--- src/rtl/plt_pkg.sv ---
`timescale 1ns / 1ps

package plt_pkg;

    localparam int DEPTH_DEF = 64;
    localparam int ACTION_W  = 2;
    localparam int VALUE_W   = 32;
    localparam int STATUS_W  = 2;
    localparam int POS_W     = 6;
    localparam int CNT_W     = 7;

    typedef enum logic [ACTION_W-1:0] {
        ACT_INSERT = 2'd0,
        ACT_REMOVE = 2'd1,
        ACT_SEARCH = 2'd2,
        ACT_NOP    = 2'd3
    } action_t;

    typedef enum logic [STATUS_W-1:0] {
        ST_OK       = 2'd0,
        ST_NOTFOUND = 2'd1,
        ST_FULL     = 2'd2
    } status_t;

endpackage

--- src/rtl/packed_list_table.sv ---
`timescale 1ns / 1ps
// A no-op, or a remove or search on an empty list, goes straight to the result; an insert
// appends at the count; else entries are read and compared in turn from the first, and a
// remove that hits then moves each later entry one place down.
// Throughput: one item at a time, the next taken back in idle after the result is presented,
// set by the single read port of the entry memory and the one shared equality compare.
// Reset (aresetn low, synchronous) empties the list; entry storage is not cleared.
module packed_list_table
    #(
    parameter int DEPTH = plt_pkg::DEPTH_DEF
) (
    input  logic                                aclk,
    input  logic                                aresetn,
    input  logic                                s_valid,
    output logic                                s_ready,
    input  logic [plt_pkg::ACTION_W-1:0]        s_action,
    input  logic signed [plt_pkg::VALUE_W-1:0]  s_value,
    output logic                                m_valid,
    input  logic                                m_ready,
    output logic [plt_pkg::STATUS_W-1:0]        m_status,
    output logic [plt_pkg::POS_W-1:0]           m_position,
    output logic [plt_pkg::CNT_W-1:0]           m_count
);

    import plt_pkg::*;

    localparam int IW = (DEPTH > 1) ? $clog2(DEPTH) : 1;
    localparam int CW = $clog2(DEPTH + 1);
    localparam logic [CW-1:0] DEPTH_C = CW'(DEPTH);

    // Sequencer states: scan issues a read and then compares; shift issues a
    // read of the next entry and then writes it one place down.
    typedef enum logic [2:0] {
        S_IDLE,
        S_INSERT,
        S_SCAN_RD,
        S_SCAN_CMP,
        S_SHIFT_RD,
        S_SHIFT_WR,
        S_RESP
    } state_t;

    state_t               state_reg;
    action_t              action_reg;
    logic [VALUE_W-1:0]   key_reg;
    logic [CW-1:0]        used_reg;
    logic [IW-1:0]        scan_idx_reg;    // entry under compare
    logic [IW-1:0]        move_idx_reg;    // destination of the current move
    logic [IW-1:0]        hit_idx_reg;
    status_t              res_status_reg;
    logic                 m_valid_reg;
    logic [STATUS_W-1:0]  m_status_reg;
    logic [POS_W-1:0]     m_position_reg;
    logic [CNT_W-1:0]     m_count_reg;

    // Entry memory ports
    logic                 ram_we;
    logic [IW-1:0]        ram_waddr;
    logic [VALUE_W-1:0]   ram_wdata;
    logic [IW-1:0]        ram_raddr;
    logic [VALUE_W-1:0]   ram_rdata;

    // Shared compare unit and index arithmetic
    logic                 key_match;
    logic [CW-1:0]        scan_next;
    logic [CW-1:0]        move_next;
    logic [CW-1:0]        move_next2;
    logic [31:0]          hit_wide;
    logic [31:0]          used_wide;

    assign key_match  = (ram_rdata == key_reg);
    assign scan_next  = CW'(scan_idx_reg) + CW'(1);
    assign move_next  = CW'(move_idx_reg) + CW'(1);
    assign move_next2 = CW'(move_idx_reg) + CW'(2);

    assign hit_wide      = 32'(hit_idx_reg);
    assign used_wide     = 32'(used_reg);

    // Memory port steering: append writes at the count, shift writes the
    // entry read last cycle one place down.
    always_comb begin
        ram_we    = 1'b0;
        ram_waddr = move_idx_reg;
        ram_wdata = ram_rdata;
        ram_raddr = scan_idx_reg;
        unique case (state_reg)
            S_INSERT: begin
                ram_we    = (used_reg < DEPTH_C);
                ram_waddr = used_reg[IW-1:0];
                ram_wdata = key_reg;
            end
            S_SHIFT_RD: begin
                ram_raddr = move_next[IW-1:0];
            end
            S_SHIFT_WR: begin
                ram_we = 1'b1;
            end
            default: begin
                ram_we = 1'b0;
            end
        endcase
    end

    plt_ram #(
        .WIDTH (VALUE_W),
        .DEPTH (DEPTH)
    ) u_entries (
        .aclk  (aclk),
        .we    (ram_we),
        .waddr (ram_waddr),
        .wdata (ram_wdata),
        .raddr (ram_raddr),
        .rdata (ram_rdata)
    );

    always_ff @(posedge aclk) begin
        if (!aresetn) begin
            state_reg   <= S_IDLE;
            used_reg    <= '0;
            m_valid_reg <= 1'b0;
        end else begin
            // Drop the held result once taken, unless a new one replaces it
            if (m_valid_reg && m_ready && state_reg != S_RESP) begin
                m_valid_reg <= 1'b0;
            end
            unique case (state_reg)
                S_IDLE: begin
                    if (s_valid) begin
                        action_reg     <= action_t'(s_action);
                        key_reg        <= s_value;
                        scan_idx_reg   <= '0;
                        hit_idx_reg    <= '0;
                        res_status_reg <= ST_OK;
                        case (action_t'(s_action))
                            ACT_INSERT: state_reg <= S_INSERT;
                            ACT_REMOVE, ACT_SEARCH: begin
                                if (used_reg == '0) begin
                                    res_status_reg <= ST_NOTFOUND;
                                    state_reg      <= S_RESP;
                                end else begin
                                    state_reg <= S_SCAN_RD;
                                end
                            end
                            default: state_reg <= S_RESP;
                        endcase
                    end
                end
                S_INSERT: begin
                    // Append at the count, or flag full and leave the list alone
                    if (used_reg < DEPTH_C) begin
                        used_reg <= used_reg + CW'(1);
                    end else begin
                        res_status_reg <= ST_FULL;
                    end
                    state_reg <= S_RESP;
                end
                S_SCAN_RD: begin
                    state_reg <= S_SCAN_CMP;
                end
                S_SCAN_CMP: begin
                    if (key_match) begin
                        hit_idx_reg  <= scan_idx_reg;
                        move_idx_reg <= scan_idx_reg;
                        if (action_reg == ACT_REMOVE) begin
                            if (scan_next < used_reg) begin
                                state_reg <= S_SHIFT_RD;
                            end else begin
                                used_reg  <= used_reg - CW'(1);
                                state_reg <= S_RESP;
                            end
                        end else begin
                            state_reg <= S_RESP;
                        end
                    end else if (scan_next < used_reg) begin
                        scan_idx_reg <= scan_next[IW-1:0];
                        state_reg    <= S_SCAN_RD;
                    end else begin
                        res_status_reg <= ST_NOTFOUND;
                        state_reg      <= S_RESP;
                    end
                end
                S_SHIFT_RD: begin
                    state_reg <= S_SHIFT_WR;
                end
                S_SHIFT_WR: begin
                    // Advance the gap; stop once the last entry has moved down
                    if (move_next2 < used_reg) begin
                        move_idx_reg <= move_next[IW-1:0];
                        state_reg    <= S_SHIFT_RD;
                    end else begin
                        used_reg  <= used_reg - CW'(1);
                        state_reg <= S_RESP;
                    end
                end
                S_RESP: begin
                    // Hold until the output register is free
                    if (!m_valid_reg || m_ready) begin
                        m_valid_reg    <= 1'b1;
                        m_status_reg   <= res_status_reg;
                        m_position_reg <= (res_status_reg == ST_OK &&
                                           (action_reg == ACT_REMOVE ||
                                            action_reg == ACT_SEARCH))
                                          ? hit_wide[POS_W-1:0] : '0;
                        m_count_reg    <= used_wide[CNT_W-1:0];
                        state_reg      <= S_IDLE;
                    end
                end
                default: state_reg <= S_IDLE;
            endcase
        end
    end

    assign s_ready    = (state_reg == S_IDLE);
    assign m_valid    = m_valid_reg;
    assign m_status   = m_status_reg;
    assign m_position = m_position_reg;
    assign m_count    = m_count_reg;

endmodule

--- src/rtl/plt_ram.sv ---
`timescale 1ns / 1ps

module plt_ram #(
    parameter int WIDTH = 32,
    parameter int DEPTH = 64
) (
    input  logic                     aclk,
    input  logic                     we,
    input  logic [$clog2(DEPTH)-1:0] waddr,
    input  logic [WIDTH-1:0]         wdata,
    input  logic [$clog2(DEPTH)-1:0] raddr,
    output logic [WIDTH-1:0]         rdata
);

    logic [WIDTH-1:0] mem_reg [DEPTH];
    logic [WIDTH-1:0] rdata_reg;

    always_ff @(posedge aclk) begin
        if (we) begin
            mem_reg[waddr] <= wdata;
        end
        rdata_reg <= mem_reg[raddr];
    end

    assign rdata = rdata_reg;

endmodule
--- config.mk ---
export PLATFORM = sky130hd
export DESIGN_NAME = packed_list_table
export DESIGN_NICKNAME = d
export VERILOG_FILES = /design/src/rtl/plt_pkg.sv /design/src/rtl/packed_list_table.sv /design/src/rtl/plt_ram.sv
export SDC_FILE = /design/constraint.sdc
export NUM_CORES = 2
export LEC_CHECK = 0
export ABC_AREA = 1
export BUFFER_PORTS_ARGS = -buffer_cell sky130_fd_sc_hd__clkbuf_2
export CORE_UTILIZATION = 35
export CTS_CLUSTER_DIAMETER = 80
export DETAILED_ROUTE_END_ITERATION = 10
export GPL_ROUTABILITY_DRIVEN = 0
export PLACE_DENSITY = 0.55
export SKIP_CTS_REPAIR_TIMING = 1
export SLEW_MARGIN = 0
export SYNTH_ARGS = -nofsm -noshare
export SYNTH_HDL_FRONTEND = slang
export SYNTH_SLANG_ARGS = --single-unit
--- constraint.sdc ---
create_clock -name aclk -period 6.4 [get_ports aclk]
set_input_delay 1.28 -clock aclk [delete_from_list [all_inputs] [get_ports aclk]]
set_output_delay 1.28 -clock aclk [all_outputs]
set_load 0.01 [all_outputs]
==> flow_metrics.tcl <==
set metrics [dict create \
    synthTopCellsByArea "edfxtp_1 67%, nand3_1 11%, nand2_1 8.6%" \
    gr-usage-all-layers_pct 21.4 \
    ys_warn_count 0 \
    core_mm2 0.269 \
    portBuffers 54 \
    leakage_nw 44.9 \
    drc 0 \
    fin_worst_skew_ps 41.5 \
    htree_levels 4 \
    synthMuxAreaShare_pct 0 \
    clock_latency_ps 880 \
    fin_setup_tns_ps 0 \
    synth.distinct_cells 36 \
    min_period_over_period_pct 75.2 \
    drt_iter0_markers 7805 \
    finalPower_mw 48.6 \
    place_ws_ps 1750 \
    setup_slack_ps 1590 \
    ir_worst_vdd_mv 0.432 \
    period_minus_slack_ps 4810 \
    grt_max_degree 151 \
    fillers 25800 \
    netlist.area_leader.share_pct 67.1 \
    path_max_fanout 37 \
    hp-class "flop to flop" \
    nNetsFinal 9324 \
    largest_reg_flops 2048 \
    end_kind "flop" \
    path_class "flop to flop" \
    die_x_um 522 \
    first_global_vias 63200 \
    drive_gt1_share_pct 7.45 \
    cts.clk_slew.worst_paths_ps 60 \
    numCtsBuffers 224 \
    drv_slew 0 \
    syn_nets 9305 \
    start_kind "flop" \
    ys_ff_latch 2160 \
    postRouteAntennaNets 0 \
    ios 55 \
    cap_viol_max_count 0 \
    worstMarginPinSlew_ps 1130 \
    power_density_mw_per_mm2 453 \
    rows 190 \
    critical_path_arrival_ps 5320 \
    dieArea_mm2 0.273 \
    yosys.area_share.adder_pct 0.312 \
    antenna_found_initial 20 \
    grt_overflow 0 \
    avgRoutedWirePerCell_um 22.7 \
    cts_max_path_buffers 3 \
    max_freq_mhz 208 \
    dp_hpwl_um 167000 \
    setup_viol_count_final 0 \
    synthXorXnorAreaFrac_pct 0.360 \
    status "complete, no violations" \
    cts_tree "yes" \
    synth_top_family_by_area "simple AND/OR/NAND/NOR gates" \
    syn_avg_cell_area_um2 10.3 \
    die_y_um 522 \
    via_per_inst 5.08 \
    syn_to_final_growth_pct 13.3 \
    ys_seq_area_share_pct 68.0 \
    synth_compound_area_share_pct 0.348 \
    finalWirelength_um 295000 \
    yosys.area_share.simple_pct 20.8 \
    yosysTopAreaCell "edfxtp_1" \
    initial_core_util_pct 35.3 \
    grt_pass1_wl_um 430000 \
    synth_cells 9244 \
    cts_sinks 2160 \
    timing.final.hold_violations 0 \
    rsz0062_at_grt "false" \
    cp_data_required_time_ps 6910 \
    cts-root-buf "clkbuf_16" \
    dr_total_vias 66100 \
    dr.pass1.iters 6 \
    synthesis.area_mm2 0.0948 \
    relSlewSlack_pct 24.5 \
]
-- cells by family after synthesis --
logic type / after synthesis
AND/OR/NAND/NOR: 4500
buffers and inverters: 2467
flip-flops: 2160
AO/OA/AOI/OAI: 55
XOR/XNOR: 39
adder cells (fa/ha/maj): 23
-- power by group --
part / total, mW / internal [mW] / switching [mW]
sequential: 18.9 / 18.6 / 0.301
combinational: 16.8 / 3.79 / 13.0
clock: 12.9 / 7.35 / 5.51
-- placed cells by master (no fill, tap or decap), types with 22 or more instances in the layout --
master	count
buf_12	45
clkinv_1	38
nor2_4	66
clkbuf_16	226
xnor2_1	30
nand2_1	2151
nand2_2	24
ha_1	22
dfxtp_1	43
nor2_1	61
clkbuf_2	54
buf_4	175
edfxtp_1	2117
clkinv_2	39
clkbuf_1	70
nand3_1	2163
inv_1	1980
-- critical path, stage by stage (launching register included) --
cell     delay (ps)
dfxtp_1         510
nand2_1         210
nor2_4          130
inv_2           330
o21ai_0         640
nand4_1        1020
nor2_4         1080
buf_4           480
-- cell usage after synthesis, drive strengths merged --
library cell / count
nor2: 127
or3: 1
fa: 1
a21oi: 13
dfxtp: 43
edfxtp: 2117
o21bai: 1
o21a: 1
o41ai: 1
a31oi: 6
xor2: 9
nor4: 2
xnor2: 30
nand3: 2165
a21boi: 2
buf: 341
nor3: 4
nand2: 2180
a21o: 2
or2: 2
nand4: 19
o211ai: 1
o21ai: 28
inv: 1986
ha: 22
clkbuf: 140
-- area by class of cell --
| type | instances | area [um^2] | share of cell area (%) |
|---|---|---|---|
| diodes | 5 | 12.5 | 0.0116 |
| clock buffers | 311 | 6120 | 5.70 |
| clock inverters | 109 | 1050 | 0.981 |
| inverters | 1986 | 7470 | 6.95 |
| multi-input cells | 4617 | 21400 | 19.9 |
| flip-flops and latches | 2160 | 64400 | 60.0 |
| well taps | 3552 | 4440 | 4.14 |
| repair buffers | 274 | 2480 | 2.31 |
-- worst paths after layout --
path                            slack, ps                        to  depth (start not counted)              start
worst max-delay path                 1590  u_entries.mem_reg[23][3]                          7       state_reg[0]
worst min-delay path                  470               m_status[1]                          0  res_status_reg[1]
worst max register to register       1590  u_entries.mem_reg[23][3]                          7       state_reg[0]
worst min register to register        470               m_status[1]                          0  res_status_reg[1]
-- routing by layer --
layer | global-route usage (%) | vias to the layer above | share of wire [%]
li1 | - | 30100 | -
met1 | 29.6 | 32600 | 43
met2 | 34.3 | 3023 | 46
met3 | 3.35 | 466 | 8.5
met4 | 6.93 | 4 | 3.0
met5 | 0 | - | 0.011
-- metrics by stage --
step	hold WS [ps]	area [um^2]	instances	util, %
final	466	107000	13000	40.0
after global routing	485	107000	13000	40.0
after CTS	475	107000	13000	40.0
after detailed placement	459	100000	12600	37.3
after global placement	456	100000	12600	37.3
after floorplan	419	94800	9244	-
No activity file was read; power rests on OpenSTA's default activity.
